## src/design/mrbs_pkg.sv

```systemverilog
// Shared widths, result codes and colour codes for the max-radius bipartite split block.
// No dependencies; every other file imports this package.
package mrbs_pkg;

  localparam int COORD_W   = 16;  // Q8.8 coordinate
  localparam int ABS_W     = 16;  // magnitude of a coordinate difference
  localparam int SQ_W      = 32;  // one squared difference
  localparam int DSQ_W     = 33;  // sum of two squares
  localparam int ROOT_W    = 17;  // integer square root of a squared distance
  localparam int RAD_W     = 2 * ROOT_W;
  localparam int REM_W     = ROOT_W + 3;
  localparam int SQ_CNT_W  = 5;
  localparam int VAL_W     = 16;
  localparam int IDX_OUT_W = 6;
  localparam int COL_W     = 2;

  localparam logic [SQ_CNT_W-1:0] SQ_LAST_STEP = SQ_CNT_W'(ROOT_W - 1);

  localparam logic KIND_DIST   = 1'b0;
  localparam logic KIND_COLOUR = 1'b1;

  localparam logic [COL_W-1:0] COL_NONE = 2'd0;
  localparam logic [COL_W-1:0] COL_A    = 2'd1;
  localparam logic [COL_W-1:0] COL_B    = 2'd2;

endpackage

```

## src/design/mrbs_front.sv

```systemverilog
// Input side: accepts points, writes them to the point store and posts one job per set.
// Depends on mrbs_pkg.
module mrbs_front import mrbs_pkg::*; #(
  parameter int MAX_POINTS = 32,
  parameter int IW = $clog2(MAX_POINTS),
  parameter int CW = $clog2(MAX_POINTS + 1)
) (
  input  logic                      clk,
  input  logic                      rst,
  input  logic                      in_valid,
  output logic                      in_stall,
  input  logic signed [COORD_W-1:0] coord_x,
  input  logic signed [COORD_W-1:0] coord_y,
  input  logic                      last_point,
  output logic                      wr_en,
  output logic [IW-1:0]             wr_addr,
  output logic [COORD_W-1:0]        wr_x,
  output logic [COORD_W-1:0]        wr_y,
  output logic                      job_push,
  output logic [CW-1:0]             job_n,
  input  logic                      run_done
);

  logic          busy;
  logic [CW-1:0] count;
  logic          accept;
  logic          room;

  assign in_stall = busy;
  assign accept   = in_valid && !busy;
  assign room     = (count < CW'(MAX_POINTS));

  assign wr_en    = accept && room;
  assign wr_addr  = count[IW-1:0];
  assign wr_x     = coord_x;
  assign wr_y     = coord_y;
  assign job_push = accept && last_point;
  assign job_n    = room ? count + CW'(1) : count;

  always_ff @(posedge clk) begin
    if (rst) begin
      busy  <= 1'b0;
      count <= '0;
    end else begin
      if (job_push) begin
        // hold input until the whole run has been loaded for output
        busy  <= 1'b1;
        count <= '0;
      end else begin
        if (wr_en) begin
          count <= count + CW'(1);
        end
        if (run_done) begin
          busy <= 1'b0;
        end
      end
    end
  end

endmodule

```

## src/design/mrbs_queue.sv

```systemverilog
// Two-entry job queue between the input side and the search engine.
// Depends on mrbs_pkg.
module mrbs_queue import mrbs_pkg::*; #(
  parameter int CW = 6
) (
  input  logic          clk,
  input  logic          rst,
  input  logic          push,
  input  logic [CW-1:0] push_n,
  input  logic          pop,
  output logic          job_valid,
  output logic [CW-1:0] job_n
);

  logic [CW-1:0] slot [2];
  logic          wr_ptr;
  logic          rd_ptr;
  logic [1:0]    fill;
  logic          do_push;
  logic          do_pop;

  assign job_valid = (fill != 2'd0);
  assign job_n     = slot[rd_ptr];
  assign do_push   = push && (fill != 2'd2);
  assign do_pop    = pop && job_valid;

  always_ff @(posedge clk) begin
    if (do_push) begin
      slot[wr_ptr] <= push_n;
    end
  end

  always_ff @(posedge clk) begin
    if (rst) begin
      wr_ptr <= 1'b0;
      rd_ptr <= 1'b0;
      fill   <= 2'd0;
    end else begin
      if (do_push) begin
        wr_ptr <= ~wr_ptr;
      end
      if (do_pop) begin
        rd_ptr <= ~rd_ptr;
      end
      case ({do_push, do_pop})
        2'b10:   fill <= fill + 2'd1;
        2'b01:   fill <= fill - 2'd1;
        default: fill <= fill;
      endcase
    end
  end

endmodule

```

## src/design/mrbs_dist.sv

```systemverilog
// Point store and four-stage squared-distance unit: read, difference, square, sum.
// Depends on mrbs_pkg.
module mrbs_dist import mrbs_pkg::*; #(
  parameter int MAX_POINTS = 32,
  parameter int IW = $clog2(MAX_POINTS)
) (
  input  logic               clk,
  input  logic               rst,
  input  logic               wr_en,
  input  logic [IW-1:0]      wr_addr,
  input  logic [COORD_W-1:0] wr_x,
  input  logic [COORD_W-1:0] wr_y,
  input  logic               req,
  input  logic [IW-1:0]      addr_a,
  input  logic [IW-1:0]      addr_b,
  output logic               done,
  output logic [DSQ_W-1:0]   dsq
);

  logic [COORD_W-1:0] x_mem [MAX_POINTS];
  logic [COORD_W-1:0] y_mem [MAX_POINTS];
  logic [COORD_W-1:0] xa, xb, ya, yb;
  logic [ABS_W-1:0]   ax, ay;
  logic [SQ_W-1:0]    sx, sy;
  logic               s1, s2, s3;
  logic signed [COORD_W:0] dx, dy;

  always_ff @(posedge clk) begin
    if (wr_en) begin
      x_mem[wr_addr] <= wr_x;
      y_mem[wr_addr] <= wr_y;
    end
    xa <= x_mem[addr_a];
    xb <= x_mem[addr_b];
    ya <= y_mem[addr_a];
    yb <= y_mem[addr_b];
  end

  always_comb begin
    dx = $signed({xa[COORD_W-1], xa}) - $signed({xb[COORD_W-1], xb});
    dy = $signed({ya[COORD_W-1], ya}) - $signed({yb[COORD_W-1], yb});
  end

  always_ff @(posedge clk) begin
    ax  <= dx[COORD_W] ? ABS_W'(-dx) : ABS_W'(dx);
    ay  <= dy[COORD_W] ? ABS_W'(-dy) : ABS_W'(dy);
    sx  <= ax * ax;
    sy  <= ay * ay;
    dsq <= DSQ_W'(sx) + DSQ_W'(sy);
  end

  always_ff @(posedge clk) begin
    if (rst) begin
      s1   <= 1'b0;
      s2   <= 1'b0;
      s3   <= 1'b0;
      done <= 1'b0;
    end else begin
      s1   <= req;
      s2   <= s1;
      s3   <= s2;
      done <= s3;
    end
  end

endmodule

```

## src/design/mrbs_isqrt.sv

```systemverilog
// Iterative integer square root, two radicand bits per cycle.
// Depends on mrbs_pkg.
module mrbs_isqrt import mrbs_pkg::*; (
  input  logic              clk,
  input  logic              rst,
  input  logic              start,
  input  logic [DSQ_W-1:0]  radicand,
  output logic              done,
  output logic [ROOT_W-1:0] root
);

  logic [RAD_W-1:0]    rad;
  logic [REM_W-1:0]    rem;
  logic [SQ_CNT_W-1:0] cnt;
  logic                busy;
  logic [REM_W-1:0]    rem_sh;
  logic [REM_W-1:0]    trial;

  assign rem_sh = {rem[REM_W-3:0], rad[RAD_W-1 -: 2]};
  assign trial  = REM_W'({root, 2'b01});

  always_ff @(posedge clk) begin
    if (start) begin
      rad  <= RAD_W'(radicand);
      rem  <= '0;
      root <= '0;
    end else if (busy) begin
      rad <= {rad[RAD_W-3:0], 2'b00};
      if (rem_sh >= trial) begin
        rem  <= rem_sh - trial;
        root <= {root[ROOT_W-2:0], 1'b1};
      end else begin
        rem  <= rem_sh;
        root <= {root[ROOT_W-2:0], 1'b0};
      end
    end
  end

  always_ff @(posedge clk) begin
    if (rst) begin
      busy <= 1'b0;
      cnt  <= '0;
      done <= 1'b0;
    end else begin
      done <= !start && busy && (cnt == SQ_LAST_STEP);
      if (start) begin
        busy <= 1'b1;
        cnt  <= '0;
      end else if (busy) begin
        cnt <= cnt + SQ_CNT_W'(1);
        if (cnt == SQ_LAST_STEP) begin
          busy <= 1'b0;
        end
      end
    end
  end

endmodule

```

## src/design/mrbs_back.sv

```systemverilog
// Search engine: pair sweep, graph two-colouring, square root and result output.
// Depends on mrbs_pkg, mrbs_dist and mrbs_isqrt.
module mrbs_back import mrbs_pkg::*; #(
  parameter int MAX_POINTS = 32,
  parameter int IW = $clog2(MAX_POINTS),
  parameter int CW = $clog2(MAX_POINTS + 1)
) (
  input  logic                 clk,
  input  logic                 rst,
  input  logic                 job_valid,
  input  logic [CW-1:0]        job_n,
  output logic                 job_pop,
  input  logic                 wr_en,
  input  logic [IW-1:0]        wr_addr,
  input  logic [COORD_W-1:0]   wr_x,
  input  logic [COORD_W-1:0]   wr_y,
  output logic                 out_valid,
  input  logic                 out_stall,
  output logic                 kind,
  output logic [IDX_OUT_W-1:0] point_index,
  output logic [VAL_W-1:0]     value,
  output logic                 last_result,
  output logic                 run_done
);

  typedef enum logic [9:0] {
    S_IDLE  = 10'b0000000001,
    S_PAIR  = 10'b0000000010,
    S_PWAIT = 10'b0000000100,
    S_CINIT = 10'b0000001000,
    S_CROOT = 10'b0000010000,
    S_CPICK = 10'b0000100000,
    S_CSCAN = 10'b0001000000,
    S_CWAIT = 10'b0010000000,
    S_SQRT  = 10'b0100000000,
    S_EMIT  = 10'b1000000000
  } state_t;

  state_t              state;
  logic [CW-1:0]       n, i, j, k, e;
  logic [IW-1:0]       v;
  logic [DSQ_W-1:0]    dtest, best, fail;
  logic                fail_valid;
  logic [MAX_POINTS-1:0] vis, c2, proc, res_vis, res_c2, nmask;
  logic [MAX_POINTS-1:0] root_cand, pick_cand;
  logic [VAL_W-1:0]    half;

  logic                d_req, d_done;
  logic [IW-1:0]       d_a, d_b;
  logic [DSQ_W-1:0]    d_sq;
  logic                sq_start, sq_done;
  logic [ROOT_W-1:0]   sq_root;

  logic                pairs_over;
  logic [IW-1:0]       kx;
  logic [CW-1:0]       em;
  logic [IW-1:0]       ex;
  logic                out_free;

  function automatic logic [IW-1:0] lowest(input logic [MAX_POINTS-1:0] m);
    logic [IW-1:0] r;
    r = '0;
    for (int p = MAX_POINTS - 1; p >= 0; p--) begin
      if (m[p]) r = IW'(p);
    end
    return r;
  endfunction

  always_comb begin
    for (int p = 0; p < MAX_POINTS; p++) begin
      nmask[p] = (CW'(p) < n);
    end
  end

  assign root_cand  = ~vis & nmask;
  assign pick_cand  = vis & ~proc;
  assign pairs_over = ((CW + 1)'(i) + (CW + 1)'(1)) >= (CW + 1)'(n);
  assign kx         = k[IW-1:0];
  assign em         = e - CW'(1);
  assign ex         = em[IW-1:0];
  assign out_free   = !out_valid || !out_stall;
  assign job_pop    = (state == S_IDLE) && job_valid;

  always_comb begin
    d_req = 1'b0;
    d_a   = i[IW-1:0];
    d_b   = j[IW-1:0];
    case (state)
      S_PAIR: begin
        d_req = !pairs_over && (j < n);
      end
      S_CSCAN: begin
        d_a   = v;
        d_b   = kx;
        d_req = (k < n);
      end
      default: begin
        d_req = 1'b0;
      end
    endcase
  end

  assign sq_start = (state == S_PAIR) && pairs_over;

  mrbs_dist #(.MAX_POINTS(MAX_POINTS), .IW(IW)) u_dist (
    .clk(clk), .rst(rst),
    .wr_en(wr_en), .wr_addr(wr_addr), .wr_x(wr_x), .wr_y(wr_y),
    .req(d_req), .addr_a(d_a), .addr_b(d_b),
    .done(d_done), .dsq(d_sq)
  );

  mrbs_isqrt u_isqrt (
    .clk(clk), .rst(rst), .start(sq_start), .radicand(best),
    .done(sq_done), .root(sq_root)
  );

  // output register: load a transaction when free, drop it once taken
  always_ff @(posedge clk) begin
    if (rst) begin
      out_valid <= 1'b0;
      run_done  <= 1'b0;
    end else begin
      run_done <= (state == S_EMIT) && out_free && (e == n);
      if ((state == S_EMIT) && out_free) begin
        out_valid <= 1'b1;
      end else if (!out_stall) begin
        out_valid <= 1'b0;
      end
    end
  end

  always_ff @(posedge clk) begin
    if (rst) begin
      state      <= S_IDLE;
      fail_valid <= 1'b0;
    end else begin
      case (state)
        S_IDLE: begin
          if (job_valid) begin
            n          <= job_n;
            i          <= '0;
            j          <= CW'(1);
            best       <= '0;
            fail_valid <= 1'b0;
            res_vis    <= '0;
            res_c2     <= '0;
            state      <= S_PAIR;
          end
        end
        S_PAIR: begin
          if (pairs_over) begin
            state <= S_SQRT;
          end else if (j >= n) begin
            i <= i + CW'(1);
            j <= i + CW'(2);
          end else begin
            state <= S_PWAIT;
          end
        end
        S_PWAIT: begin
          if (d_done) begin
            dtest <= d_sq;
            j     <= j + CW'(1);
            // skip distances already settled either way; bipartiteness is monotone
            if (d_sq > best && (!fail_valid || d_sq < fail)) begin
              state <= S_CINIT;
            end else begin
              state <= S_PAIR;
            end
          end
        end
        S_CINIT: begin
          vis   <= '0;
          c2    <= '0;
          proc  <= '0;
          state <= S_CROOT;
        end
        S_CROOT: begin
          if (root_cand == '0) begin
            best    <= dtest;
            res_vis <= vis;
            res_c2  <= c2;
            state   <= S_PAIR;
          end else begin
            // lowest uncoloured point opens a new component with colour A
            vis[lowest(root_cand)] <= 1'b1;
            c2[lowest(root_cand)]  <= 1'b0;
            state                  <= S_CPICK;
          end
        end
        S_CPICK: begin
          if (pick_cand == '0) begin
            state <= S_CROOT;
          end else begin
            v                       <= lowest(pick_cand);
            proc[lowest(pick_cand)] <= 1'b1;
            k                       <= '0;
            state                   <= S_CSCAN;
          end
        end
        S_CSCAN: begin
          if (k >= n) begin
            state <= S_CPICK;
          end else begin
            state <= S_CWAIT;
          end
        end
        S_CWAIT: begin
          if (d_done) begin
            k <= k + CW'(1);
            if (kx != v && d_sq < dtest && vis[kx] && c2[kx] == c2[v]) begin
              fail       <= dtest;
              fail_valid <= 1'b1;
              state      <= S_PAIR;
            end else begin
              state <= S_CSCAN;
              if (kx != v && d_sq < dtest && !vis[kx]) begin
                vis[kx] <= 1'b1;
                c2[kx]  <= ~c2[v];
              end
            end
          end
        end
        S_SQRT: begin
          if (sq_done) begin
            half  <= VAL_W'(sq_root >> 1);
            e     <= '0;
            state <= S_EMIT;
          end
        end
        S_EMIT: begin
          if (out_free) begin
            e <= e + CW'(1);
            if (e == '0) begin
              kind        <= KIND_DIST;
              point_index <= '0;
              value       <= half;
              last_result <= (n == '0);
            end else begin
              kind        <= KIND_COLOUR;
              point_index <= IDX_OUT_W'(em);
              value       <= VAL_W'(res_vis[ex] ? (res_c2[ex] ? COL_B : COL_A) : COL_NONE);
              last_result <= (e == n);
            end
            if (e == n) begin
              state <= S_IDLE;
            end
          end
        end
        default: begin
          state <= S_IDLE;
        end
      endcase
    end
  end

endmodule

```

## src/design/max_radius_bipartite_split.sv

```systemverilog
// Top level of the max-radius bipartite split block: input side, job queue, search engine.
// Depends on mrbs_pkg, mrbs_front, mrbs_queue and mrbs_back.
//
//  channel | handshake            | payload
//  --------+----------------------+------------------------------------------
//  input   | in_valid / in_stall  | coord_x, coord_y, last_point
//  output  | out_valid / out_stall| kind, point_index, value, last_result
//
// Points load one per cycle while in_stall is low. The point marking the end of a set starts a
// search over all point pairs, with a two-colouring trial for each distance not yet settled;
// the distance unit is shared by both. The square root follows, then N+1 results for N points,
// one per cycle unless stalled.
// Input stalls from the end of a set until the last result has been loaded for output.
// Synchronous reset clears control only; the point store holds no reset value.
module max_radius_bipartite_split import mrbs_pkg::*; #(
  parameter int MAX_POINTS = 32
) (
  input  logic                      clk,
  input  logic                      rst,
  input  logic                      in_valid,
  output logic                      in_stall,
  input  logic signed [COORD_W-1:0] coord_x,
  input  logic signed [COORD_W-1:0] coord_y,
  input  logic                      last_point,
  output logic                      out_valid,
  input  logic                      out_stall,
  output logic                      kind,
  output logic [IDX_OUT_W-1:0]      point_index,
  output logic [VAL_W-1:0]          value,
  output logic                      last_result
);

  localparam int IW = $clog2(MAX_POINTS);
  localparam int CW = $clog2(MAX_POINTS + 1);

  logic               wr_en;
  logic [IW-1:0]      wr_addr;
  logic [COORD_W-1:0] wr_x, wr_y;
  logic               job_push, job_pop, job_valid, run_done;
  logic [CW-1:0]      push_n, job_n;

  mrbs_front #(.MAX_POINTS(MAX_POINTS), .IW(IW), .CW(CW)) u_front (
    .clk(clk), .rst(rst),
    .in_valid(in_valid), .in_stall(in_stall),
    .coord_x(coord_x), .coord_y(coord_y), .last_point(last_point),
    .wr_en(wr_en), .wr_addr(wr_addr), .wr_x(wr_x), .wr_y(wr_y),
    .job_push(job_push), .job_n(push_n), .run_done(run_done)
  );

  mrbs_queue #(.CW(CW)) u_queue (
    .clk(clk), .rst(rst),
    .push(job_push), .push_n(push_n),
    .pop(job_pop), .job_valid(job_valid), .job_n(job_n)
  );

  mrbs_back #(.MAX_POINTS(MAX_POINTS), .IW(IW), .CW(CW)) u_back (
    .clk(clk), .rst(rst),
    .job_valid(job_valid), .job_n(job_n), .job_pop(job_pop),
    .wr_en(wr_en), .wr_addr(wr_addr), .wr_x(wr_x), .wr_y(wr_y),
    .out_valid(out_valid), .out_stall(out_stall),
    .kind(kind), .point_index(point_index), .value(value),
    .last_result(last_result), .run_done(run_done)
  );

endmodule

```

## config.mk

```make
export PLATFORM = sky130hd
export DESIGN_NAME = max_radius_bipartite_split
export DESIGN_NICKNAME = d
export VERILOG_FILES = /design/src/design/mrbs_pkg.sv /design/src/design/mrbs_front.sv /design/src/design/mrbs_queue.sv /design/src/design/mrbs_dist.sv /design/src/design/mrbs_isqrt.sv /design/src/design/mrbs_back.sv /design/src/design/max_radius_bipartite_split.sv
export SDC_FILE = /design/constraint.sdc
export NUM_CORES = 2
export LEC_CHECK = 0
export BUFFER_PORTS_ARGS = -buffer_cell sky130_fd_sc_hd__buf_2
export CAP_MARGIN = 40
export CORE_AREA = 5 5 408 410
export CTS_CLUSTER_DIAMETER = 60
export DETAILED_ROUTE_END_ITERATION = 10
export DIE_AREA = 0 0 413 415
export PLACE_DENSITY = 0.73
export SYNTH_ARGS = -nofsm -noshare
export SYNTH_HDL_FRONTEND = slang
export SYNTH_SLANG_ARGS = --single-unit
```

## constraint.sdc

```tcl
create_clock -name clk -period 12.2 [get_ports clk]
set_input_delay 0.61 -clock clk [delete_from_list [all_inputs] [get_ports clk]]
set_output_delay 0.61 -clock clk [all_outputs]
set_load 0.01 [all_outputs]
```

==> results.tsv <==
metric	value	unit
skew	0.0621	ns
cts_hold_buf	0	
critPathMaxFanout	14	
slowest_stage	dfxtp_1	
synth_flop_cell	edfxtp_1	
synth_xor_area_share	1.74	%
reg2regPathDepth	21	
relSlewSlack	23.3	%
cp.arrival	7.75	ns
multi_input_area	45000	um^2
worst_path_largest_cell_delay	0.69	ns
synth_mux_area_share	4.90	%
routedWlPerCell	24.0	um
drtAntennaViolNets	0	
first_pass_iters	6	
io_pins	63	
hold_path_end	u_back.out_valid$_SDFFE_PP0P_	
cp-end-kind	flip-flop	
area_growth	8.61	%
syn_inst	8736	
synth_seq_cells	1665	
syn_area_per_cell	11.1	um^2
worst-slew-pin-transition	1.15	ns
hold_class	in2reg	
cts_setup_buffers	0	
tns	0	ns
fin_crit	7.04	ns
hold_viol	0	
fmax	142	MHz
drt_iter0_markers	7378	
grt_pass1_vias	69100	
clk_pin_slew	0.06	ns
clkSinkCount	1665	
cts_tree	done	
drc	0	
slew_violations	0	
r2r_slack	5.16	ns
place_hpwl	160	mm
yosys_warnings	0	
cp-start-kind	flip-flop	
seq_area	47400	um^2
numCtsBuffers	177	
cts_root_buffer	clkbuf_16	
track_usage	30.0	%
synthSimpleGateAreaFrac	12.2	%
grt_max_degree	185	
r2r-start	u_back.u_dist.ax[4]$_DFF_P_	
grt_pass1_wl	399	mm
cp.depth	21	
viasPerCell	6.41	
worstReg2RegEnd	u_back.u_dist.sx[30]$_DFF_P_	
clockBufferDepth	3	
crit_chain	inv_1, nor2_1, fa_1, fa_1, fa_1, inv_1, fa_1, inv_1, fa_1, fa_1, ha_1, a21o_1, a21oi_1, nor3b_1, nand3_1, a211oi_1, nor3_1, a211oi_1, o21ai_0, a21oi_1, xnor2_1	
antenna_found_initial	18	
async_reset_ff_share	0	%
htree_num_levels	4	
cts_resized	0	
hp-start	out_stall	
synthAdderAreaFrac	12.2	%
setup_viol	0	
synth_edf_count	1403	
ys_types	97	
synth_area	96800	um^2
initial_core_util	59.7	%
critPathRequiredTime	12.91	ns
drive_gt1_share	7.40	%
synth_nets	9517	
post-route-period-util	57.7	%
clk-insertion-delay-late	0.83	ns
hold_depth	3	
path_class	reg2reg	
synth_top_family_by_area	compound AO/OA/AOI/OAI gates	
io_buffers	62	
dr_total_vias	69900	
path_delay_family	adder cells	
die_x	413	um
synth_compound_area_share	15.1	%
num_rows	148	
die_h	415	um
critPathMostFrequentCell	fa_1	
cp_num_buf_inv	3	
status	finished clean	
maxCapViolCount	0	
nets	9348	
core	162000	um^2
routabilityCongestion	0.870	
yosysSeqAreaShare	49.0	%
fill_cells	12200	
rsz0062_at_grt	false	
die_area	171000	um^2
wirelength	262	mm
grt_overflow	0	
cell usage in the layout (no fill, tap or decap), types with 59 or more instances in the layout:
master     netlist  final
buf_4           27    106
o21ai_0        201    201
mux2i_1        318    314
clkbuf_16        0    181
a21o_1          70     70
xor2_1          59     59
edfxtp_1      1403   1403
ha_1           414    414
buf_2          132     64
o31ai_1         72     72
inv_1          644    644
nand2b_1        62     62
fa_1           330    330
nand3_1         65     65
a31oi_1        269    269
nor2b_1        321    321
nor2_1         376    341
a211oi_1       993    993
and2_1         468    467
a21oi_1        332    330
xnor2_1        131    131
nand2_1        884    880
dfxtp_1        262    261
worst max-delay path by stage:
stage	startpoint	end	slack, ns
2_1_floorplan	u_back.n[4]$_DFFE_PP_	u_back.best[0]$_SDFFCE_PN0P_	5.29
3_3_place_gp	u_back.u_dist.ay[4]$_DFF_P_	u_back.u_dist.sy[31]$_DFF_P_	5.40
3_5_place_dp	u_back.u_dist.ay[4]$_DFF_P_	u_back.u_dist.sy[31]$_DFF_P_	5.27
4_1_cts	u_back.u_dist.ax[12]$_DFF_P_	u_back.u_dist.sx[30]$_DFF_P_	5.20
5_1_grt	u_back.u_dist.ax[4]$_DFF_P_	u_back.u_dist.sx[30]$_DFF_P_	4.67
6_report	u_back.u_dist.ax[4]$_DFF_P_	u_back.u_dist.sx[30]$_DFF_P_	5.16
worst register-to-register path, delay by kind of cell, from the launching register on:
| kind | cells | cell delay [ns] |
|---|---|---|
| flip-flops | 1 | 0.69 |
| adder cells (fa/ha/maj) | 7 | 3.32 |
| AO/OA/AOI/OAI | 6 | 1.55 |
| XOR/XNOR | 1 | 0.13 |
| AND/OR/NAND/NOR | 4 | 0.90 |
| buffers and inverters | 3 | 0.41 |
area by class of cell:
type / count / area share, %
tap: 2175 / 2.59
clock buffer: 234 / 4.58
antenna: 7 / 0.0167
clock inverter: 95 / 0.920
timing repair buffer: 199 / 1.71
sequential: 1665 / 45.1
inverter: 644 / 2.30
multi-input combinational: 5880 / 42.8
metrics by stage:
step	instance area (um^2)	setup WS, ns	hold slack, ns	util [%]	instances
after global placement	98800	5.40	0.418	61.0	10500
after CTS	105000	5.20	0.170	64.9	10900
after detailed placement	99300	5.27	0.425	61.3	10600
final	105000	5.16	0.240	64.9	10900
after global routing	105000	4.67	0.199	64.9	10900
after floorplan	96800	5.29	0.347	-	8736
sequential cells by signal (all words and copies together) (netlist names), 17 cells and up:
name / count
u_back.u_dist.y_mem: 512
u_back.fail: 33
u_back.u_dist.dsq: 33
u_back.res_vis: 32
u_back.proc: 32
u_back.u_isqrt.rad: 34
u_back.dtest: 33
u_back.best: 33
u_back.u_isqrt.root: 17
u_back.u_isqrt.rem: 18
u_back.res_c2: 32
u_back.vis: 32
u_back.u_dist.sy: 31
u_back.c2: 32
u_back.u_dist.x_mem: 512
u_back.u_dist.sx: 31
cells in the mapped netlist (318+ instances only):
cell | number | area, um^2
nor2_1 | 376 | 1410
fa_1 | 330 | 6610
inv_1 | 644 | 2420
nor2b_1 | 321 | 2010
clkbuf_1 | 344 | 1290
ha_1 | 414 | 5180
edfxtp_1 | 1403 | 42100
a211oi_1 | 993 | 7450
and2_1 | 468 | 2930
nand2_1 | 884 | 3320
a21oi_1 | 332 | 1660
mux2i_1 | 318 | 3180
cells by family after synthesis:
family | Yosys count
compound gates | 2152
simple gates | 2384
xor+xnor | 191
flops | 1665
fa+ha+maj | 744
mux | 409
buf+inv | 1191
metal layers:
| layer | routed length [um] | vias up | global-route usage (%) | part of all wire [%] |
|---|---|---|---|---|
| met4 | 13700 | 12 | 13.9 | 5.2 |
| met3 | 23700 | 793 | 5.52 | 9.1 |
| met1 | 101000 | 34300 | 39.0 | 39 |
| met2 | 123000 | 3283 | 49.0 | 47 |
| li1 | - | 31400 | - | - |
| met5 | 74 | - | 0 | 0.028 |
Power is left out: the tool's default activity adds up to more than one toggle a clock period on the data nets, which glitch-free logic cannot reach.
